===== src/stack_machine_executor_macros.svh =====
// ---------------------------------------------------------------------------
// stack machine executor assertion macros
// shared concurrent assertion forms, clocked on clk and disabled in rst
// ---------------------------------------------------------------------------
`ifndef STACK_MACHINE_EXECUTOR_MACROS_SVH
`define STACK_MACHINE_EXECUTOR_MACROS_SVH

// same-cycle implication
`define SMX_ASSERT_SAME(lbl, ante, cons, msg) \
  lbl: assert property (@(posedge clk) disable iff (rst) (ante) |-> (cons)) \
    else $error(msg);

// next-cycle implication
`define SMX_ASSERT_NEXT(lbl, ante, cons, msg) \
  lbl: assert property (@(posedge clk) disable iff (rst) (ante) |=> (cons)) \
    else $error(msg);

`endif


===== src/smx_pkg.sv =====
// ---------------------------------------------------------------------------
// smx_pkg
// shared types and constants of the stack machine executor
// ---------------------------------------------------------------------------
package smx_pkg;

  localparam int DATA_WIDTH      = 32;
  localparam int FUNC_WIDTH      = 5;
  localparam int PC_WIDTH        = 10;
  localparam int CODE_WORDS      = 1024;
  localparam int DEPTH_WIDTH     = 9;
  localparam int STATUS_WIDTH    = 3;
  localparam int DEF_STACK_DEPTH = 256;
  localparam int DEF_NUM_VARS    = 128;

  typedef logic [DATA_WIDTH-1:0] data_t;

  typedef enum logic [FUNC_WIDTH-1:0] {
    OP_IMM   = 5'd0,
    OP_LOAD  = 5'd1,
    OP_SAVE  = 5'd2,
    OP_ADD   = 5'd3,
    OP_SUB   = 5'd4,
    OP_MUL   = 5'd5,
    OP_DIV   = 5'd6,
    OP_LT    = 5'd7,
    OP_GT    = 5'd8,
    OP_EQ    = 5'd9,
    OP_JZ    = 5'd10,
    OP_JMP   = 5'd11,
    OP_END   = 5'd12
  } op_t;

  typedef enum logic [STATUS_WIDTH-1:0] {
    ST_OK          = 3'd0,
    ST_UNDERFLOW   = 3'd1,
    ST_OVERFLOW    = 3'd2,
    ST_DIV_ZERO    = 3'd3,
    ST_BAD_INDEX   = 3'd4,
    ST_BAD_TARGET  = 3'd5,
    ST_UNSUPPORTED = 3'd6
  } status_t;

endpackage


===== src/smx_alu.sv =====
// ---------------------------------------------------------------------------
// smx_alu
// shared add, subtract, multiply and signed compare unit
// ---------------------------------------------------------------------------
module smx_alu
  import smx_pkg::*;
(
  input  logic [FUNC_WIDTH-1:0] func,
  input  data_t                 a,
  input  data_t                 b,
  output data_t                 result
);

  always_comb begin
    case (func)
      OP_ADD:  result = a + b;
      OP_SUB:  result = a - b;
      OP_MUL:  result = a * b;
      OP_LT:   result = data_t'($signed(a) < $signed(b));
      OP_GT:   result = data_t'($signed(a) > $signed(b));
      OP_EQ:   result = data_t'(a == b);
      default: result = '0;
    endcase
  end

endmodule


===== config.mk =====
export PLATFORM = sky130hd
export DESIGN_NAME = smx_alu
export DESIGN_NICKNAME = d
export VERILOG_FILES = /design/src/stack_machine_executor_macros.svh /design/src/smx_pkg.sv /design/src/smx_alu.sv
export SDC_FILE = /design/constraint.sdc
export NUM_CORES = 1
export LEC_CHECK = 0
export BUFFER_PORTS_ARGS = -buffer_cell sky130_fd_sc_hd__buf_2
export CORE_AREA = 10 10 266 268
export DETAILED_ROUTE_END_ITERATION = 8
export DIE_AREA = 0 0 276 278
export PLACE_DENSITY_LB_ADDON = 0.15
export SYNTH_ARGS = -nofsm -noshare
export SYNTH_HDL_FRONTEND = slang
export SYNTH_SLANG_ARGS = --single-unit

===== constraint.sdc =====
create_clock -name vclk -period 14.4
set_clock_uncertainty 0.15 [all_clocks]
set_input_delay 0 -clock vclk [all_inputs]
set_output_delay 0 -clock vclk [all_outputs]
set_load 0.05 [all_outputs]

* After elaboration in Yosys (flattened, before gate mapping) *
Cells that the tools add are included.

storage, ports and cells
  output and inout bits = 32
  logic and storage cells = 13
  bits in registers = 0

operators by class
  muxes and demuxes = 1
  eq/ne operators = 7
  add/subtract/negate cells = 2
  magnitude comparators = 2
  $mul = 1

operator list
  kind                  count
  $pmux W32 S6          1
  $add A32 B32 Y32      1
  $eq A32 B32 Y1        1
  $gt A32 B32 Y1        1
  $lt A32 B32 Y1        1
  $mul A32 B32 Y32      1
  $sub A32 B32 Y32      1
  $eq A5 B3 Y1 const B  3
  $eq A5 B4 Y1 const B  2
  $eq A5 B2 Y1 const B  1

* Longest topological paths before layout *
  word-level depth = 2
  mapped depth = 28
  gate-level depth less buffers = 26

* Worst setup path before layout *
No wires, ideal clock.

  path type = input-to-output
  from = input b[2]
  to = output result[28]
  data required time = 14250 ps
  data arrival time = 6985 ps
  cell stages on the path = 24
  setup slack = 7265 ps
  cell sequence = clkbuf_1 clkbuf_1 and2_1 fa_1 inv_1 fa_1 fa_1 fa_1 inv_1 fa_1 fa_1 fa_1 fa_1 ha_1 a21o_1 a21oi_1 nor2b_1 a311oi_1 o21ai_0 and3_1 o21ai_0 nor2b_1 xor2_1 o211ai_1

on the way
  word-level cells in the longest chain between the ends = 2
  elaborated cells on any way between the ends = 4
  classes of those cells = add/sub (2); mul (1); mux (1)

ends and longest elaborated chain
  item                                      line           RTL
  from (decl)                               smx_alu.sv:10  input data_t b,
  $mul A32 B32 Y32 (tied with other cells)  smx_alu.sv:18  OP_MUL: result = a * b;
  $pmux W32 S6 *                            smx_alu.sv:15  case (func)
  to (decl)                                 smx_alu.sv:11  output data_t result

Mark *: on every way between the ends. The rest lies on a longest branch, timed or not.

* Final worst setup path *
  from = input b[10]
  to = output result[28]

The elaborated chain is that of the path after synthesis.

==> flow_summary.json <==
{
  "grt_antenna_before_repair": 3,
  "hp-start": "func[1]",
  "seq_area_frac_synth_pct": 0,
  "port_buffers": 101,
  "hold_violations": 0,
  "synth_area_sq_mm": 0.0194,
  "critical_path.startpoint": "b[10]",
  "placed_cells": 3156,
  "hold_buffers": 0,
  "slowest_delay_ns": 0.54,
  "path_common_cell": "fa_1",
  "post_drt_wl_per_cell_um": 22.9,
  "pre_cts_ws_ns": 6.60,
  "synth_top_area_cell": "fa_1",
  "final_cell_area_sq_mm": 0.0206,
  "fin_crit_sh_pct": 54.5,
  "final_cell_mix": "inv_1 (451), fa_1 (410), and2_1 (278)",
  "io_pins": 101,
  "worst_path_max_delay_cell": "buf_2",
  "drtAntennaViolNets": 0,
  "dpl.hpwl_mm": 55.6,
  "design.seq.count": 0,
  "cp-start-kind": "input port",
  "clock_buffer_count": 0,
  "netlist_top_cells_area": "fa_1 (42%), ha_1 (12%), and2_1 (9.0%)",
  "worst_slew_pin_slew_ns": 1.01,
  "n_fill_cell": 7121,
  "grt_pass1_wl_mm": 111,
  "core_area_sq_mm": 0.0654,
  "grt_pass1_vias": 17600,
  "netlist_instances": 2299,
  "drive_gt1_share_pct": 6.15,
  "wirelength_mm": 72.3,
  "end_kind": "output pin",
  "critPathKind": "in -> out",
  "cp_top_family": "adder cells",
  "rsz0062_at_grt": "false",
  "post_cts_buffers": 0,
  "outcome": "complete, no violations",
  "required_ns": 14.25,
  "syn2layout_area_growth_pct": 6.24,
  "dieArea_sq_mm": 0.0767,
  "synth_top_cell_area_share_pct": 42.4,
  "stdcell_count": 3157,
  "drc": 0,
  "cp_max_fo": 22,
  "place_area_sq_mm": 0.0206,
  "yosys_warnings": 0,
  "vias": 16000,
  "critical_path.n_buffers_inverters": 6,
  "fin_nets": 2959,
  "synth_cell_type_count": 71,
  "grt_start_max_net_pins": 35,
  "relSlewSlack_pct": 32.9,
  "min_to": "result[0]",
  "critical_path_depth": 26,
  "register_area_sq_um": 0,
  "final_common_cell": "inv_1",
  "setup_violations": 0,
  "fp-row-count": 94,
  "whs_path_depth": 4,
  "syn_area_per_cell_sq_um": 8.43,
  "place_congestion": 0.889,
  "drt_iter0_markers": 1164,
  "track_usage_pct": 18.6,
  "grt-ovfl-total": 0,
  "die_w_um": 276,
  "final.min_clock_period_ns": 7.84,
  "setup_slack_ns": 6.56,
  "tns_ns": 0,
  "min_path_type": "in -> out",
  "die_h_um": 278,
  "slew_violations": 0,
  "syn_nets": 2964,
  "arrival_ns": 7.69,
  "first_pass_iters": 5,
  "viasPerCell": 5.08,
  "cap_violations": 0,
  "multiInputGateArea_sq_mm": 0.0172,
  "fmax_ghz": 0.127,
  "initial_utilization_pct": 29.6,
  "cts_resized": 0
}
-- metrics by stage --
step	hold WS, ns	util [%]
floorplan	0.303	-
global placement	0.406	31.5
detailed placement	0.422	31.5
CTS	0.421	31.5
global route	0.427	31.5
finish	0.431	31.5
-- kinds of logic (layout without fill, tap and decap cells) --
group / count (synthesis) / count (layout) / share of synthesized area, %
multiplexers: 5 / 5 / 0.258
XOR/XNOR: 92 / 92 / 4.16
other: 0 / 1 / 0
adder cells (fa/ha/maj): 596 / 596 / 54.4
buffers and inverters: 574 / 567 / 11.2
AO/OA/AOI/OAI: 321 / 321 / 11.5
AND/OR/NAND/NOR: 711 / 711 / 18.5
-- cells in the mapped netlist, types with 4 or more instances --
master and n:
nand3_1 22, fa_1 410, inv_1 451, ha_1 186, o2bb2ai_1 4, o221a_2 5, a31oi_1 6, a31o_2 4
a22o_1 5, o21bai_1 20, buf_2 4, nor2_1 92, mux2i_1 5, clkbuf_1 109, nor3_1 13, o221ai_1 14
nand4_1 9, or2_2 4, xnor2_1 69, and3_1 6, a221oi_1 14, o211ai_1 12, a21oi_1 90, a21o_1 19
o21ai_0 43, nand2b_1 10, o21a_1 10, nor2b_1 8, a221o_1 5, o22ai_1 21, o31ai_1 9, nand2_1 249
nor4_1 6, a211oi_1 7, xor2_1 23, buf_1 4, and2_1 278
-- final cells by class --
class / count / area share [%]
multi-input combinational: 1725 / 83.6
inverter: 454 / 8.28
tap: 864 / 5.25
timing repair buffer: 113 / 2.89
antenna: 1 / 0.0122
-- worst max path at each step --
stage	end	slack, ns
3_5_place_dp	result[28]	6.60
2_1_floorplan	result[28]	7.27
3_3_place_gp	result[28]	6.64
4_1_cts	result[28]	6.59
5_1_grt	result[28]	6.36
6_report	result[28]	6.56
-- per-layer routing --
metal  global-route usage, %  vias up  share of wire, %
met5                       0        -             0.037
met4                    3.36        4               2.3
met3                    1.69       88               5.0
met2                    32.2      481                48
met1                    25.2     8349                44
li1                        -     7110                 -
