===== src/stack_machine_executor_macros.svh =====
// ---------------------------------------------------------------------------
// stack machine executor assertion macros
// shared concurrent assertion forms, clocked on clk and disabled in rst
// ---------------------------------------------------------------------------
`ifndef STACK_MACHINE_EXECUTOR_MACROS_SVH
`define STACK_MACHINE_EXECUTOR_MACROS_SVH

// same-cycle implication
`define SMX_ASSERT_SAME(lbl, ante, cons, msg) \
  lbl: assert property (@(posedge clk) disable iff (rst) (ante) |-> (cons)) \
    else $error(msg);

// next-cycle implication
`define SMX_ASSERT_NEXT(lbl, ante, cons, msg) \
  lbl: assert property (@(posedge clk) disable iff (rst) (ante) |=> (cons)) \
    else $error(msg);

`endif


===== src/smx_pkg.sv =====
// ---------------------------------------------------------------------------
// smx_pkg
// shared types and constants of the stack machine executor
// ---------------------------------------------------------------------------
package smx_pkg;

  localparam int DATA_WIDTH      = 32;
  localparam int FUNC_WIDTH      = 5;
  localparam int PC_WIDTH        = 10;
  localparam int CODE_WORDS      = 1024;
  localparam int DEPTH_WIDTH     = 9;
  localparam int STATUS_WIDTH    = 3;
  localparam int DEF_STACK_DEPTH = 256;
  localparam int DEF_NUM_VARS    = 128;

  typedef logic [DATA_WIDTH-1:0] data_t;

  typedef enum logic [FUNC_WIDTH-1:0] {
    OP_IMM   = 5'd0,
    OP_LOAD  = 5'd1,
    OP_SAVE  = 5'd2,
    OP_ADD   = 5'd3,
    OP_SUB   = 5'd4,
    OP_MUL   = 5'd5,
    OP_DIV   = 5'd6,
    OP_LT    = 5'd7,
    OP_GT    = 5'd8,
    OP_EQ    = 5'd9,
    OP_JZ    = 5'd10,
    OP_JMP   = 5'd11,
    OP_END   = 5'd12
  } op_t;

  typedef enum logic [STATUS_WIDTH-1:0] {
    ST_OK          = 3'd0,
    ST_UNDERFLOW   = 3'd1,
    ST_OVERFLOW    = 3'd2,
    ST_DIV_ZERO    = 3'd3,
    ST_BAD_INDEX   = 3'd4,
    ST_BAD_TARGET  = 3'd5,
    ST_UNSUPPORTED = 3'd6
  } status_t;

endpackage


===== src/smx_div.sv =====
// ---------------------------------------------------------------------------
// smx_div
// bit-serial signed divider, truncating toward zero, one quotient bit a cycle
// ---------------------------------------------------------------------------
module smx_div
  import smx_pkg::*;
(
  input  logic  clk,
  input  logic  rst,
  input  logic  start,
  input  data_t a,
  input  data_t b,
  output logic  busy,
  output logic  done,
  output data_t q
);

  localparam int CW = $clog2(DATA_WIDTH + 1);

  logic [DATA_WIDTH:0]   rem;
  data_t                 quo;
  data_t                 divisor;
  logic                  neg;
  logic [CW-1:0]         count;
  logic [DATA_WIDTH:0]   rem_sh;
  logic [DATA_WIDTH:0]   diff;

  assign rem_sh = {rem[DATA_WIDTH-1:0], quo[DATA_WIDTH-1]};
  assign diff   = rem_sh - {1'b0, divisor};
  assign q      = neg ? (~quo + data_t'(1)) : quo;

  always_ff @(posedge clk) begin
    if (rst) begin
      busy <= 1'b0;
      done <= 1'b0;
    end else begin
      done <= 1'b0;
      if (start) begin
        busy    <= 1'b1;
        count   <= CW'(DATA_WIDTH);
        rem     <= '0;
        quo     <= a[DATA_WIDTH-1] ? (~a + data_t'(1)) : a;
        divisor <= b[DATA_WIDTH-1] ? (~b + data_t'(1)) : b;
        neg     <= a[DATA_WIDTH-1] ^ b[DATA_WIDTH-1];
      end else if (busy) begin
        if (!diff[DATA_WIDTH]) begin
          rem <= diff;
          quo <= {quo[DATA_WIDTH-2:0], 1'b1};
        end else begin
          rem <= rem_sh;
          quo <= {quo[DATA_WIDTH-2:0], 1'b0};
        end
        count <= count - CW'(1);
        if (count == CW'(1)) begin
          busy <= 1'b0;
          done <= 1'b1;
        end
      end
    end
  end

endmodule

===== config.mk =====
export PLATFORM = sky130hd
export DESIGN_NAME = smx_div
export DESIGN_NICKNAME = d
export VERILOG_FILES = /design/src/stack_machine_executor_macros.svh /design/src/smx_pkg.sv /design/src/smx_div.sv
export SDC_FILE = /design/constraint.sdc
export NUM_CORES = 1
export LEC_CHECK = 0
export BUFFER_PORTS_ARGS = -buffer_cell sky130_fd_sc_hd__buf_2
export CORE_MARGIN = 2
export CORE_UTILIZATION = 61
export CTS_CLUSTER_SIZE = 24
export DETAILED_ROUTE_END_ITERATION = 8
export PLACE_DENSITY = 0.83
export SETUP_SLACK_MARGIN = 0.15
export SLEW_MARGIN = 20
export SYNTH_ARGS = -nofsm -noshare
export SYNTH_HDL_FRONTEND = slang
export SYNTH_SLANG_ARGS = --single-unit
export TNS_END_PERCENT = 100

===== constraint.sdc =====
create_clock -name clk -period 6.5 [get_ports clk]
set_clock_uncertainty 0.1 [all_clocks]
set_input_delay 0.65 -clock clk [delete_from_list [all_inputs] [get_ports clk]]
set_output_delay 0.65 -clock clk [all_outputs]
set_load 0.05 [all_outputs]

# Word-level counts from Yosys, hierarchy flattened
# Index checks and enable logic that the tools add are counted.
[totals] register_bits=105 rom_bits=0 inputBits=67 latch_bits=0 mem_bits_rw=0 out_inout_bits=34 mem_count=0 word_cells=37
[op_classes] n_addsub=5 n_eq_ne=1 mul=0 div=0 reduce_logical=4 magnitude_cmp=0 muxes=13 shifts=0 bitwise_logic=6
[op_table] cell="2-to-1 mux 32 bit" count=6
[op_table] cell="adder 32 x 1 -> 32 bit (second input constant)" count=3
[op_table] cell="inverter 32 bit" count=3
[op_table] cell="subtractor 33 x 32 -> 33 bit" count=1
[op_table] cell="2-to-1 mux 31 bit" count=1
[op_table] cell="equality test 6 x 1 -> 1 bit (second input constant)" count=1
[op_table] cell="2-to-1 mux 6 bit" count=1
[op_table] cell="subtractor 6 x 1 -> 6 bit (second input constant)" count=1
[op_table] cell="2-to-1 mux 1 bit" count=5
[op_table] cell="AND reduction 2 bit" count=2
[op_table] cell="OR reduction 3 bit" count=1
[op_table] cell="inverter 1 bit" count=2
[op_table] cell="nonzero test 2 bit" count=1
[op_table] cell="bitwise XOR 1 bit" count=1

# Depth between registers and ports, before layout
[logic_depth] depth_word=4 ltp_mapped=15

# Worst setup path after synthesis
# No wires, ideal clock.
[synth_path] path_type="input to register" startpoint="input start" endpoint="register count[0], enable pin" cell_stages=3 setup_ps=499 t_arrival_ps=3930 required_ps=5901 path_buffers=1 path_slack_ps=1972 cell_sequence="clkbuf_1 -> nor2_1 -> nor2_1"
[synth_between] elab_chain_len=2
[synth_rtl] element="start, declared" line="smx_div.sv:10" text="input logic start,"
[synth_rtl] element="nonzero test 2 bit (no source line)"
[synth_rtl] element="AND reduction 2 bit (no source line)"
[synth_rtl] element="end signal, assigned" line="smx_div.sv:40" text="count <= CW'(DATA_WIDTH);"
[synth_rtl] element="end signal, assigned" line="smx_div.sv:53" text="count <= count - CW'(1);"
[synth_rtl] element="end, declared" line="smx_div.sv:24" text="logic [CW-1:0] count;"
# No other way between the ends.
# A chain may end at the register's enable or synchronous reset.

# Worst setup path after layout
[layout_path] startpoint="register quo[5]" endpoint="output q[31]"
[layout_between] elab_chain_len=3
[layout_rtl] element="start, declared" line="smx_div.sv:21" text="data_t quo;"
[layout_rtl] element="start signal, assigned" line="smx_div.sv:42" text="quo <= a[DATA_WIDTH-1] ? (~a + data_t'(1)) : a;"
[layout_rtl] element="start signal, assigned" line="smx_div.sv:48" text="quo <= {quo[DATA_WIDTH-2:0], 1'b1};"
[layout_rtl] element="start signal, assigned" line="smx_div.sv:51" text="quo <= {quo[DATA_WIDTH-2:0], 1'b0};"
[layout_rtl] element="inverter 32 bit" line="smx_div.sv:30" text="assign q = neg ? (~quo + data_t'(1)) : quo;"
[layout_rtl] element="adder 32 x 1 -> 32 bit" line="smx_div.sv:30"
[layout_rtl] element="2-to-1 mux 32 bit" line="smx_div.sv:30"
[layout_rtl] element="end, declared" line="smx_div.sv:15" text="output data_t q"
# No other way between the ends.

==> run summary <==
The insertion delay to the later sink of the worst-skew pair came out at 360 ps. Counting instances in the post-synthesis netlist gives the leading cell types as sky130_fd_sc_hd__edfxtp_1 (103), sky130_fd_sc_hd__nor2_1 (86), sky130_fd_sc_hd__a21oi_1 (76). The antenna cell count is 0. Of all nets on the critical path, the largest fanout is 4. The launching element type of the critical path is a register. The die extent in y came out at roughly 120 µm. The worst register-to-register path begins at quo[31].

The clock buffer count from CTS came out at 9. The number of max-cap violations is 0. In this run the number of H-tree levels came out at 3. Setup total negative slack on the finished layout was measured at 0 ps. The DRC violations left came out at 0. The maximum count of clock buffers along a single path came out at 2. Measured along the x axis, the die boundary spans about 120 µm. The detailed placer's ending HPWL is around 13 mm. The post-cts hold buffer count came out at 0. The static leakage power came out at roughly 3.5 nW. Relative to the synthesized area, the layout overhead comes to 12.1%. The proportion of synthesized area in mux cells came out at 2.92%. The period utilization is about two thirds. The count of synthesis-stage warnings from yosys is 0. The synthesized-area fraction occupied by xor and xnor cells came out at about an eighth.

The via total after detailed routing came out at 6598. In this design, the stage delay of the slowest critical-path cell is 590 ps. The count of endpoints failing hold in the final timing report came out at 0.

The run finished with clean final reports. In this run the worst setup path begins at quo[5]. The row count came out at 41. The flop-to-flop setup slack came out at between 2000 and 3000 ps. The clock period minus final worst setup slack came out at about 4300 ps.

Static timing analysis puts the maximum clock frequency at ~230 MHz. STA puts the critical path data required time at roughly 5800 ps. The number of failing setup endpoints in the final timing report came out at 0. The largest voltage drop on the vdd net came out at approximately 0.00018 V. Entering global routing, the biggest net connects 71 pins.

The number of I/O pins is just over 100. For this block, the routed nets add up to ~17 mm of wire. The fraction of final layout cells sized beyond drive strength 1 came out at 15.5%. Counting flops with a built-in enable in the synthesized netlist gives between 100 and 150. In the final routed layout, each cell accounts on average for around 16 µm. The first global-routing pass estimated 29.1 mm of wire. The worst path arrival time is between 3000 and 4000 ps. The critical path is of the reg -> out type. The simple-gate share of the synthesized area is 16.0%. The number of max-slew violations in the final report came to 0. After synthesis, the largest family of logic cells by area is compound AO/OA/AOI/OAI gates. The post-synth net total is 947. The number of nets in the layout is between 1000 and 1500. The layout has about 980 filler cells. The number of DRC markers after the initial detailed-route iteration came out at ~440. Headroom to the max-slew limit came out at roughly a third.

CTS placed an instance of sky130_fd_sc_hd__clkbuf_16 at the clock tree root. The initial antenna violation count was 0. Counting flops and latches in the post-synthesis netlist gives 105. The starting utilization of the core area came out at 62.4%.

Buffers placed on the I/O ports in this run total 100. After detailed placement, the design holds a cell count of about 1100. The mean area per synthesized cell came out at approximately 9.4 µm². Ranked by total cell area, the synthesized netlist is headed by sky130_fd_sc_hd__edfxtp_1 (39%), sky130_fd_sc_hd__xnor2_1 (7.9%), sky130_fd_sc_hd__ha_1 (5.9%). The routed via count divided by cell count came out at between 6 and 7. The signal on the critical path passes through or4_1 -> nor4_1 -> nand2_1 -> or2_2 -> inv_1 -> nand2_1 -> o31ai_1 -> nand3_1 -> xnor2_1 -> buf_2. The via count of the first global-routing pass came to 6177. Setup repair after global routing left no endpoint under its margin. The worst setup path is captured at a primary output. The clock input transition at the sequential cells of the worst setup and hold paths came out at 70 ps. At the pin with the least slew margin, the transition time is 1000 ps. The floorplan step defined a core boundary enclosing approximately 0.013 mm². The library cell appearing most often on the critical path is sky130_fd_sc_hd__nand2_1. The final weighted congestion of routability-driven global placement came out at about 0.90. Once the clock tree was built, the resizer swapped 0 gates to a different size. The endpoint of the worst setup timing path is q[31]. The post-synthesis cell type count is 59. At the end of the flow the core is filled with cells to between 60% and 70%. The fraction of the yosys area taken by sequential cells is 39.8%.

The area used by multi-input combinational logic came out at roughly 0.0044 mm². In this run the critical register-to-register path is captured at rem[16]. By instance count, the leading cell after synthesis is sky130_fd_sc_hd__edfxtp_1. The pre-antenna-repair detailed-routing pass consisted of 5 iterations. The adder and majority cell fraction of the synthesized area is under 10%. Summing every instance area after synthesis gives approximately 0.008 mm².

The number of sinks handled by clock tree synthesis is approximately 110. The die covers between 0.01 and 0.015 mm². The total power per unit cell area is roughly 270 mW/mm². The synthesized-area fraction occupied by ao, oa, aoi and oai cells came out at between 15 and 20%. The share of flip-flops with an asynchronous set or reset after synthesis is 0%. The path class of the tightest hold or removal check is reg -> reg. For this run, the leading register cell type out of synthesis is sky130_fd_sc_hd__edfxtp_1. Summing all flip-flop and latch instances after layout gives about 0.0031 mm². The worst reg-to-reg path cell count is 12. For this design, the slowest cell found on the critical path is sky130_fd_sc_hd__or4_1. For this run the aggregate overflow at the end of global routing stands at 0. The filler-free cell count of the finished design is ~1100. The area fraction of the dominant cell type after synthesis is roughly two fifths. The cell type contributing the most total cell area after synthesis is sky130_fd_sc_hd__edfxtp_1.

The post-detailed-route count of antenna-violating nets came out at 0. The gate count of the mapped netlist is about 840. The all-layer global routing usage came out at 25.8%.

The buffer count from post-CTS setup fixing came out at 0. TritonCTS built the clock tree.
-- worst min-delay path by stage --
stage	from	endpoint	slack (ps)	cells past startpoint
finish	busy	done	400	1
global route	b[0]	divisor[0]	430	1
CTS	busy	done	410	1
detailed placement	busy	done	400	1
global placement	busy	done	400	1
floorplan	rem[29]	rem[30]	450	2
-- routing by layer --
layer  share of wire, %  GRT usage [%]  wire [µm]  vias up
met5                  0              0          0        -
met4                2.4           8.06        425        0
met3                5.4           5.09        936       34
met2                 47           41.8       8290      206
met1                 45           35.0       7850     3126
li1                   -              -          -     3232
-- state kept, by name, summed over array words and instances (netlist names) --
register and count:
quo 32, rem 32, divisor 32, done 1, count 6, busy 1, neg 1
-- cell usage in the layout, fill, tap and decap left out, types with 3 or more instances in the layout --
cell,n
sky130_fd_sc_hd__edfxtp_1,103
sky130_fd_sc_hd__buf_2,100
sky130_fd_sc_hd__nor2_1,84
sky130_fd_sc_hd__a21oi_1,76
sky130_fd_sc_hd__xnor2_1,71
sky130_fd_sc_hd__o21ai_0,58
sky130_fd_sc_hd__nand2_1,52
sky130_fd_sc_hd__inv_1,46
sky130_fd_sc_hd__xor2_1,46
sky130_fd_sc_hd__ha_1,37
sky130_fd_sc_hd__o31ai_1,27
sky130_fd_sc_hd__mux2i_1,23
sky130_fd_sc_hd__nand3_1,22
sky130_fd_sc_hd__o41ai_1,15
sky130_fd_sc_hd__a21o_1,15
sky130_fd_sc_hd__nand2b_1,13
sky130_fd_sc_hd__nor3_1,11
sky130_fd_sc_hd__or4_1,9
sky130_fd_sc_hd__or3_1,9
sky130_fd_sc_hd__or2_2,9
sky130_fd_sc_hd__clkbuf_16,9
sky130_fd_sc_hd__and3_1,6
sky130_fd_sc_hd__nor2b_1,5
sky130_fd_sc_hd__a211oi_1,5
sky130_fd_sc_hd__nor4_1,4
sky130_fd_sc_hd__o211ai_1,4
sky130_fd_sc_hd__nand4_1,4
sky130_fd_sc_hd__or4_4,3
sky130_fd_sc_hd__nand3b_1,3
sky130_fd_sc_hd__a31oi_1,3
sky130_fd_sc_hd__nor4b_1,3
sky130_fd_sc_hd__and2_1,3
sky130_fd_sc_hd__or3_4,3
sky130_fd_sc_hd__o21a_1,3
sky130_fd_sc_hd__bufinv_16,3
-- final cells by class --
cell class                      count  area share [%]
Inverter                           47            2.00
Sequential cell                   105            35.5
Multi-Input combinational cell    655            50.3
Clock buffer                        9            2.55
Clock inverter                      7            1.42
Tap cell                          172            2.44
Timing Repair Buffer              102            5.84
-- power by group --
part           internal [mW]  total [mW]  switching, mW
sequential             0.835       0.883         0.0471
combinational          0.317       0.842          0.524
clock                  0.381       0.642          0.261
total                   1.53        2.37          0.833
-- worst max-delay path: cells and delay by family, from the launching register on --
family,cells,cell delay (ps)
AND/OR/NAND/NOR,6,1630
flip-flops,1,450
AO/OA/AOI/OAI,1,450
buffers and inverters,2,390
XOR/XNOR,1,230
-- metrics by stage --
stage | area (µm²) | power, mW | setup WS (ps) | hold WS [ps]
5_1_grt | 8830 | 2.49 | 2020 | 434
3_3_place_gp | 8480 | 1.70 | 2770 | 395
3_5_place_dp | 8480 | 1.72 | 2580 | 397
4_1_cts | 8830 | 2.36 | 2250 | 407
2_1_floorplan | 7880 | 1.54 | 1970 | 452
6_report | 8830 | 2.37 | 2230 | 402
-- logic make-up (layout without fill, tap and decap cells) --
| logic type | Yosys count | count (layout) |
|---|---|---|
| xor gates and xnor gates | 117 | 117 |
| adders and majority gates | 38 | 38 |
| AOI/OAI and AO/OA | 225 | 225 |
| buffers and inverters | 82 | 165 |
| muxes | 23 | 23 |
| DFF | 105 | 105 |
| and+or+nand+nor | 252 | 252 |
No activity file was read; power rests on OpenSTA's default activity.
